===== src/design/memory_lcd_shadow_line_framer_defines.svh =====
// Assertion macros for the memory LCD shadow line framer.
// Used by the controller and datapath modules; expects clk and arst_n in scope.
`ifndef MEMORY_LCD_SHADOW_LINE_FRAMER_DEFINES_SVH
`define MEMORY_LCD_SHADOW_LINE_FRAMER_DEFINES_SVH

// Same-cycle implication, disabled while in reset.
`define MLSF_ASSERT_NOW(label, ante, cons, msg) \
	label: assert property (@(posedge clk) disable iff (!arst_n) (ante) |-> (cons)) \
		else $error(msg);

// Next-cycle implication, disabled while in reset.
`define MLSF_ASSERT_NEXT(label, ante, cons, msg) \
	label: assert property (@(posedge clk) disable iff (!arst_n) (ante) |=> (cons)) \
		else $error(msg);

`endif


===== src/design/mlsf_pkg.sv =====
// Shared types, panel geometry and frame constants for the shadow line framer.
// No dependencies; imported by every other file of the block except the macro header.
package mlsf_pkg;

	localparam int PANEL_WIDTH  = 176;
	localparam int PANEL_HEIGHT = 176;

	localparam int ROW_BYTES   = PANEL_WIDTH / 2;
	localparam int ROW_WORDS   = (ROW_BYTES + 3) / 4;
	localparam int STORE_WORDS = ROW_WORDS * PANEL_HEIGHT;
	localparam int FRAME_WORDS = ROW_WORDS + 1;
	localparam int ADDR_W      = $clog2(STORE_WORDS);
	localparam int K_W         = $clog2(FRAME_WORDS);

	localparam int POS_W   = 9;
	localparam int COLOR_W = 16;
	localparam int WORD_W  = 32;

	localparam logic [7:0]  CMD_UPDATE   = 8'h90;
	localparam logic [7:0]  CMD_POLARITY = 8'h40;
	localparam logic [15:0] RED_MASK     = 16'hF800;
	localparam logic [15:0] GREEN_MASK   = 16'h07E0;
	localparam logic [15:0] BLUE_MASK    = 16'h001F;

	localparam logic KIND_PIXEL = 1'b0;
	localparam logic KIND_FLUSH = 1'b1;

	typedef enum logic [1:0] {
		ST_CLEAR,
		ST_IDLE,
		ST_STREAM
	} mlsf_state_t;

	typedef struct packed {
		logic clr_step;
		logic pix_write;
		logic flush_start;
		logic word_step;
	} mlsf_cmd_t;

	typedef struct packed {
		logic clr_last;
		logic pix_ok;
		logic row_ok;
		logic out_free;
		logic word_last;
	} mlsf_stat_t;

endpackage


===== src/design/mlsf_ctrl.sv =====
// Controller state machine: clear sweep, item acceptance, row streaming.
// Depends on mlsf_pkg and the assertion macro header.
`include "memory_lcd_shadow_line_framer_defines.svh"

module mlsf_ctrl
	import mlsf_pkg::*;
(
	input  logic       clk,
	input  logic       arst_n,
	input  logic       in_valid,
	input  logic       in_kind,
	input  mlsf_stat_t stat,
	output logic       in_ready,
	output mlsf_cmd_t  cmd
);

	mlsf_state_t state_q;
	mlsf_state_t state_d;
	logic        accept;

	assign accept = in_valid && in_ready;

	always_ff @(posedge clk or negedge arst_n) begin
		if (!arst_n) begin
			state_q <= ST_CLEAR;
		end else begin
			state_q <= state_d;
		end
	end

	always_comb begin
		state_d = state_q;
		unique case (state_q)
			ST_CLEAR: begin
				if (stat.clr_last) begin
					state_d = ST_IDLE;
				end
			end
			ST_IDLE: begin
				if (accept && in_kind == KIND_FLUSH && stat.row_ok) begin
					state_d = ST_STREAM;
				end
			end
			ST_STREAM: begin
				if (stat.out_free && stat.word_last) begin
					state_d = ST_IDLE;
				end
			end
			default: begin
				state_d = ST_CLEAR;
			end
		endcase
	end

	// ready is high throughout idle, so a valid beat there is an accepted one
	always_comb begin
		in_ready = 1'b0;
		cmd      = '0;
		unique case (state_q)
			ST_CLEAR: begin
				cmd.clr_step = 1'b1;
			end
			ST_IDLE: begin
				in_ready        = 1'b1;
				cmd.pix_write   = in_valid && in_kind == KIND_PIXEL && stat.pix_ok;
				cmd.flush_start = in_valid && in_kind == KIND_FLUSH && stat.row_ok;
			end
			ST_STREAM: begin
				cmd.word_step = stat.out_free;
			end
			default: begin
				cmd = '0;
			end
		endcase
	end

	`MLSF_ASSERT_NEXT(a_clear_done, state_q == ST_CLEAR && stat.clr_last, state_q == ST_IDLE, "clear sweep did not hand over to idle")
	`MLSF_ASSERT_NOW(a_no_item_in_clear, state_q == ST_CLEAR, !(cmd.pix_write || cmd.flush_start), "item taken during clear sweep")
	`MLSF_ASSERT_NEXT(a_flush_streams, cmd.flush_start, state_q == ST_STREAM, "accepted flush did not start streaming")

endmodule


===== config.mk =====
export PLATFORM = sky130hd
export DESIGN_NAME = mlsf_ctrl
export DESIGN_NICKNAME = d
export VERILOG_FILES = /design/src/design/mlsf_pkg.sv /design/src/design/mlsf_ctrl.sv
export VERILOG_INCLUDE_DIRS = /design/src /design/src/design
export SDC_FILE = /design/constraint.sdc
export NUM_CORES = 1
export LEC_CHECK = 0
export BUFFER_PORTS_ARGS = -buffer_cell sky130_fd_sc_hd__buf_4
export CAP_MARGIN = 20
export CORE_AREA = 2 2 39 41
export DETAILED_ROUTE_END_ITERATION = 6
export DIE_AREA = 0 0 41 43
export HOLD_SLACK_MARGIN = 0.02
export PLACE_DENSITY_LB_ADDON = 0.15
export SLEW_MARGIN = 25
export SYNTH_ARGS = -nofsm -noshare
export SYNTH_HDL_FRONTEND = slang
export SYNTH_SLANG_ARGS = --single-unit
export TNS_END_PERCENT = 1

===== constraint.sdc =====
create_clock -name clk -period 3.03 [get_ports clk]
set_clock_uncertainty 0.2 [all_clocks]
set_input_delay 0.303 -clock clk [delete_from_list [all_inputs] [get_ports clk]]
set_output_delay 0.303 -clock clk [all_outputs]
set_load 0.02 [all_outputs]

### Word-level counts from Yosys, hierarchy flattened

Index checks and enable logic that the tools add are counted.

| storage, ports and cells | value |
|---|---|
| output and inout port bits | 5 |
| flip-flop bits (word level) | 2 |
| logic and storage cells | 25 |
| bits of input ports | 9 |

| operators by class | value |
|---|---|
| bitwise operators | 1 |
| eq/ne operators | 5 |
| reduce and logical (&&, ||, !) cells | 10 |
| multiplexer cells | 8 |

Operator list:

| operator | number |
|---|---|
| logical AND 1 bit | 8 |
| two-way mux 2 bit | 4 |
| != test 2 bit (second input constant) | 3 |
| one-hot mux 2 bit (3 select lines) | 1 |
| two-way mux 1 bit | 3 |
| AND reduction 3 bit | 1 |
| equality test 2 x 1 -> 1 bit (second input constant) | 1 |
| equality test 2 bit (second input constant) | 1 |
| logical NOT 2 bit | 1 |
| inverter 1 bit | 1 |

### Logic depth before layout (Yosys ltp)

Gate-level depths: netlist of the first run.

| logic depth | value |
|---|---|
| depth after elaboration | 7 |
| depth in mapped cells | 3 |
| depth with buffers taken out | 3 |

### Worst setup path before layout of the first run

OpenSTA, ideal clock, no wires.

| timing | value |
|---|---|
| path kind | register -> output |
| start point | register state_q[1] |
| end point | output cmd[2] (netlist bit) |
| path slack | 1.464 ns |
| cell stages (with the launch flop) | 3 |
| data required time | 2.527 ns |
| arrival time | 1.063 ns |
| buffers on the path | 0 |
| path through | dfrtp_1 > nand2b_2 > nor3_1 |

RTL lines:

| item | RTL line | RTL |
|---|---|---|
| start, declared | mlsf_ctrl.sv:17 | `mlsf_state_t state_q;` |
| start signal, assigned | mlsf_ctrl.sv:27 | `state_q <= state_d;` |
| end, declared | mlsf_ctrl.sv:14 | `output mlsf_cmd_t cmd` |

==> run metrics, run 1 <==
Pwr Total 204 uW; clock sink count 2; Fin. Hold Viols 0; via/cell ratio 3.60; Syn-to-layout area delta 117%; DIE AREA 1760 sq um; commonest non-fill, non-tap cell in the layout buf_4; Post-DP Area 246 sq um; Peak Freq 0.602 GHz; global-route wire length before repair 531 um; Slew HR 90.0%; critical path arrival 1.16 ns; largest registers state_q: 2 flops; Die X 41 um; Synth Register Bits 2; Initial Utilization 9.31%; crit path launch type flip-flop; PortBufs 13; synth top area cells dfrtp_1 (39%), a221o_1 (7.8%), and4b_1 (7.8%); Final period util 54.8%; worst skew pair latency 0.23 ns; Setup crit start state_q[1]; Clock Pin Slew Worst Setup and Hold Paths 0.03 ns; share of post-route cells with drive strength above 1 53.1%; Routed Antenna Nets 0; GPL Wtd Cong 0.619; R2R depth 3; critical path's slowest cell dfrtp_1; TNS Setup 0 ns; Mapped Area 129 sq um; CTS Root Cell clkbuf_4; Syn Inst Count 15; Synth top area share 38.8%; worst hold path type input pin to flip-flop; final design instance area without fill 279 sq um; CP peak stage delay 0.39 ns; Slew @ Worst Pin 0.149 ns; H-tree depth 1; critical path cell sequence nand2b_2 -> nor3_1 -> buf_4; Slew Viols, Final 0; FP Rows 14; post-synthesis adder-cell area fraction 0%; pwr dens 730 nW/um^2; Layout fillers 155; sequential area share after synthesis 38.8%; Worst Hold Depth 2; Post-Syn Area per Cell 8.59 sq um; Hold Slack 0.116 ns; largest family of logic cells by synthesized area simple AND/OR/NAND/NOR gates; core area 1380 sq um; grt total ovfl 0; Distinct cells, synth 12; initial antenna violation count 0; WL final 384 um; Critical R2R Launch state_q[0]; Max Cap Viol 0; CTS tree yes; most frequent cells in the layout buf_4 (13), clkbuf_4 (3), nor2_1 (2), nand2_1 (2), dfrtp_1 (2); DRC viols 0; Final Util 20.2%; Synth Area in XOR/XNOR 0%; post-synthesis compound-gate area fraction 14.6%; Worst setup EP type output port; vias in the first global route 130; status complete, no violations; leakage 0.142 nW; DRT iter0 DRCs 1; post-synthesis simple-gate area fraction 43.7%; leading area contributor after synthesis dfrtp_1; routed length per instance 8.00 um; Clock Tree Buf Depth 2; CP Class flip-flop to output port; largest net degree at the start of global routing 5; Hold Startpoint stat[4]; final setup fails 0; max reg flops 2; CP Data Required Time 2.53 ns; yosys warns 0; RSZ-0062 raised after global routing false; syn nets 24; Crit Path Max Fanout 4; n_diodes 0; # IOs 14; drt pass-1 iters 4; min cycle time layout 1.66 ns; height of the die 43 um; post-synthesis mux area share 0%; via count 173; maximum vdd ir drop 239 uV; Final nets 43; Biggest register state_q; post_cts resized 0; All-Layer GR Usage 4.80%; Num CTS Buffers 3
## layout make-up
type / instances / area (sq um) / area share (%)
clock buffer: 3 / 22.5 / 8.07
timing repair buffer: 14 / 108 / 38.6
inverter: 1 / 3.75 / 1.35
sequential: 2 / 50.0 / 17.9
multi-input combinational: 12 / 75.1 / 26.9
tap: 16 / 20.0 / 7.17
## through the flow
stage,worst slack (ns),instances
global placement,1.59,44
floorplan,1.46,15
CTS,1.36,48
detailed placement,1.60,44
finish,1.37,48
global route,1.29,48
## cells by family after synthesis
| group | after synthesis |
|---|---|
| AOI/OAI and AO/OA | 2 |
| and+or+nand+nor | 10 |
| buffers and inverters | 1 |
| DFF | 2 |
## worst paths after layout
kind,slack (ns),end
setup / recovery,1.37,cmd[2]
hold / removal,0.12,state_q[0]
setup reg to reg,1.81,state_q[0]
hold reg to reg,0.44,state_q[1]
max in group asynchronous,2.34,state_q[1]
min in group asynchronous,0.20,state_q[0]
## synthesized netlist by cell type (all sizes together)
cell type / count
a221o: 1
and2: 1
and4b: 1
dfrtp: 2
inv: 1
nand2: 2
nand2b: 1
nand3: 1
nor2: 2
nor2b: 1
nor3: 1
o2bb2ai: 1
## timing repair
action                     CTS  global route
setup endpoints to repair    0             0
hold endpoints to repair     2             0
hold buffers                 1             0
setup buffers                0             0
## worst max-delay path, delay by kind of cell, from the launching register on
family	cells	cell delay [ns]
buffers and inverters	1	0.17
DFF	1	0.39
and+or+nand+nor	2	0.38
## layer usage
metal  wire length [um]  up-vias  track usage [%]
li1                   -       87                -
met1                177       73             6.69
met2                141       13             4.69
met3                 65        0             3.14
met4                  0        0             4.00
met5                  0        -                0
## power by group
part | leakage, nW | internal (mW) | total, mW | switching [mW]
sequential | 0.0249 | 0.0361 | 0.0469 | 0.0108
combinational | 0.104 | 0.0466 | 0.0977 | 0.0512
clock | 0.0138 | 0.0437 | 0.0592 | 0.0155
No activity file was read; power rests on OpenSTA's default activity.
==> run 2, diff against run 1 <==
--- a/config.mk
+++ b/config.mk
@@ -6,6 +6,7 @@
 export SDC_FILE = /design/constraint.sdc
 export NUM_CORES = 1
 export LEC_CHECK = 0
+export ABC_AREA = 1
 export BUFFER_PORTS_ARGS = -buffer_cell sky130_fd_sc_hd__buf_4
 export CAP_MARGIN = 20
 export CORE_AREA = 2 2 39 41
==> constraint.sdc (replaced) <==
create_clock -name clk -period 1.7 [get_ports clk]
set_clock_uncertainty 0.2 [all_clocks]
set_input_delay 0.17 -clock clk [delete_from_list [all_inputs] [get_ports clk]]
set_output_delay 0.17 -clock clk [all_outputs]
set_load 0.02 [all_outputs]
==> run 2 against run 1 <==
  * Sequential power up 67%
  * Highest routed layer is now met4
  * Critical path depth is 1 higher
  * Worst hold slack got worse by 0.071 ns
  * Clock power grew 82%
  * Count of clock-buffer cells in the layout stayed put
  * Power up 81%
  * Critical endpoint unchanged
  * Cell area increased by 0.90%
  * Setup slack worse by 1.2 ns
  * Utilization rose by 0.18 points
  * Via count grew 8.1%
  * Die area unchanged
  * Flip-flop and latch count unchanged
==> run metrics, run 2 <==
CTS tree yes; Num CTS Buffers 3; Clock Tree Buf Depth 2; clock power share 29.2%; Routed Antenna Nets 0; Initial Utilization 9.49%; syn nets 28; largest registers state_q: 2 flops; global-route wire length before repair 676 um; internal cell power 218 uW; worst skew pair latency 0.23 ns; max reg flops 2; R2R Setup Slk 0.61 ns; worst hold path type input pin to flip-flop; CTS Root Cell clkbuf_4; Syn-to-layout area delta 114%; clock sink count 2; switching share of power 40.8%; Worst Path Buf+Inv 1; Worst setup EP type output port; Synth Register Bits 2; sequential area share after synthesis 38.1%; critical path arrival 1.12 ns; grt total ovfl 0; Hold Startpoint stat[0]; status complete, no violations; post_cts resized 0; Peak Freq 0.672 GHz; Die X 41 um; Max Cap Viol 0; All-Layer GR Usage 6.71%; drt pass-1 iters 4; Slew @ Worst Pin 0.167 ns; crit path launch type flip-flop; WL final 423 um; Final period util 87.5%; cell with the most instances after synthesis nand2_1; Worst Hold Depth 4; post-route worst setup slack 0.213 ns; DIE AREA 1760 sq um; leakage 0.158 nW; share of post-route cells with drive strength above 1 55.6%; DRT iter0 DRCs 1; Top FF cell, synth dfrtp_1; critical path's slowest cell dfrtp_1; maximum vdd ir drop 345 uV; Slew HR 88.9%; Critical R2R Launch state_q[1]; via count 187; Final nets 47; hold path endpoint state_q[1]; height of the die 43 um; largest net degree at the start of global routing 5; EDFF count, synth 0; Post-Syn Area per Cell 6.91 sq um; CP Data Required Time 1.33 ns; Layout fillers 161; Reg-to-Reg End state_q[0]; critical path cell sequence nor2_4 -> nand3_1 -> nor2_1 -> buf_4; GPL Wtd Cong 0.613; core area 1380 sq um; top cells by count, synth nand2_1 (4), nand3_1 (3), nor2_1 (3); Net Sw Power 150 uW; Clock Pin Slew Worst Setup and Hold Paths 0.03 ns; n_diodes 0; Setup WS pre-CTS 0.445 ns; Pwr Total 369 uW; fraction of registers with async set/reset 100%; RSZ-0062 raised after global routing false; routed length per instance 8.13 um; final setup fails 0; CP peak stage delay 0.41 ns; DRC viols 0; Mapped Area 131 sq um; PortBufs 13; # IOs 14; most frequent cells in the layout buf_4 (13), nand2_1 (4), nand3_1 (3), nor2_1 (3), clkbuf_4 (3); min cycle time layout 1.49 ns; CP top delay family flip-flops; H-tree depth 1; Syn Inst Count 19; Slew Viols, Final 0; pwr dens 1310 nW/um^2; synth top area cells dfrtp_1 (38%), nand3_1 (11%), nand2_1 (11%); yosys warns 0; Crit Path Max Fanout 4; leading area contributor after synthesis dfrtp_1; Fin. Hold Viols 0; sequential share of power 21.3%; Comb power frac 49.5%; dpl hpwl 334 um; via/cell ratio 3.60; TNS Setup 0 ns; commonest non-fill, non-tap cell in the layout buf_4; vias in the first global route 204; Biggest register state_q; R2R depth 4; CP Class flip-flop to output port; Synth top area share 38.1%; initial antenna violation count 0; FP Rows 14; Distinct cells, synth 9
[run 2: power by group through the flow]
stage	clock (mW)	combinational, mW	sequential [mW]
floorplan	0	0.112	0.0764
global placement	0	0.183	0.0789
detailed placement	0	0.182	0.0788
CTS	0.113	0.185	0.0786
global route	0.113	0.200	0.0805
finish	0.108	0.182	0.0784
[run 2: how the worst max path moves through the flow]
stage | to | cells after the start | slack (ns) | startpoint
final | cmd[2] | 4 | 0.21 | state_q[1]
after global routing | cmd[2] | 4 | 0.10 | state_q[1]
after CTS | cmd[2] | 4 | 0.19 | state_q[1]
after detailed placement | cmd[2] | 4 | 0.44 | state_q[1]
after global placement | cmd[2] | 4 | 0.45 | state_q[1]
after floorplan | cmd[2] | 3 | 0.33 | state_q[1]
[run 2: what timing repair did]
action / in CTS / in global routing
hold endpoints to repair: 2 / 0
setup endpoints to repair: 0 / 0
hold buffers: 1 / 0
buffers inserted: 0 / 0
[run 2: area by class of cell]
cell class | instances | area [sq um] | share of cell area [%]
Tap cell | 16 | 20.0 | 7.11
Clock buffer | 3 | 22.5 | 8.00
Inverter | 3 | 11.3 | 4.00
Timing Repair Buffer | 14 | 108 | 38.2
Sequential cell | 2 | 50.0 | 17.8
Multi-Input combinational cell | 14 | 70.1 | 24.9
[run 2: layer usage]
metal,part of all wire [%],up-vias,GRT usage (%)
met5,0,-,0
met4,2.8,0,12.0
met3,13,2,3.14
met2,46,13,7.50
met1,37,78,6.07
li1,-,94,-
[run 2: metrics by stage]
step / hold WS [ns] / cells / instance area, sq um / utilization (%)
2_1_floorplan: -0.326 / 19 / 131 / -
3_5_place_dp: -0.248 / 48 / 249 / 18.0
3_3_place_gp: -0.247 / 48 / 249 / 18.0
6_report: 0.0446 / 52 / 282 / 20.3
4_1_cts: 0.0439 / 52 / 282 / 20.3
5_1_grt: 0.0743 / 52 / 282 / 20.3
[run 2: logic make-up (layout without fill, tap and decap cells)]
kind of cell,count (synthesis),in the layout,synth area share (%)
compound gates,2,2,7.62
buf+inv,3,20,8.57
flops,2,2,38.1
simple gates,12,12,45.7
[run 2: worst min-delay path: stages]
cell     delay [ns]
buf_4          0.08
nand2_1        0.04
nand3_1        0.08
o21ai_1        0.06
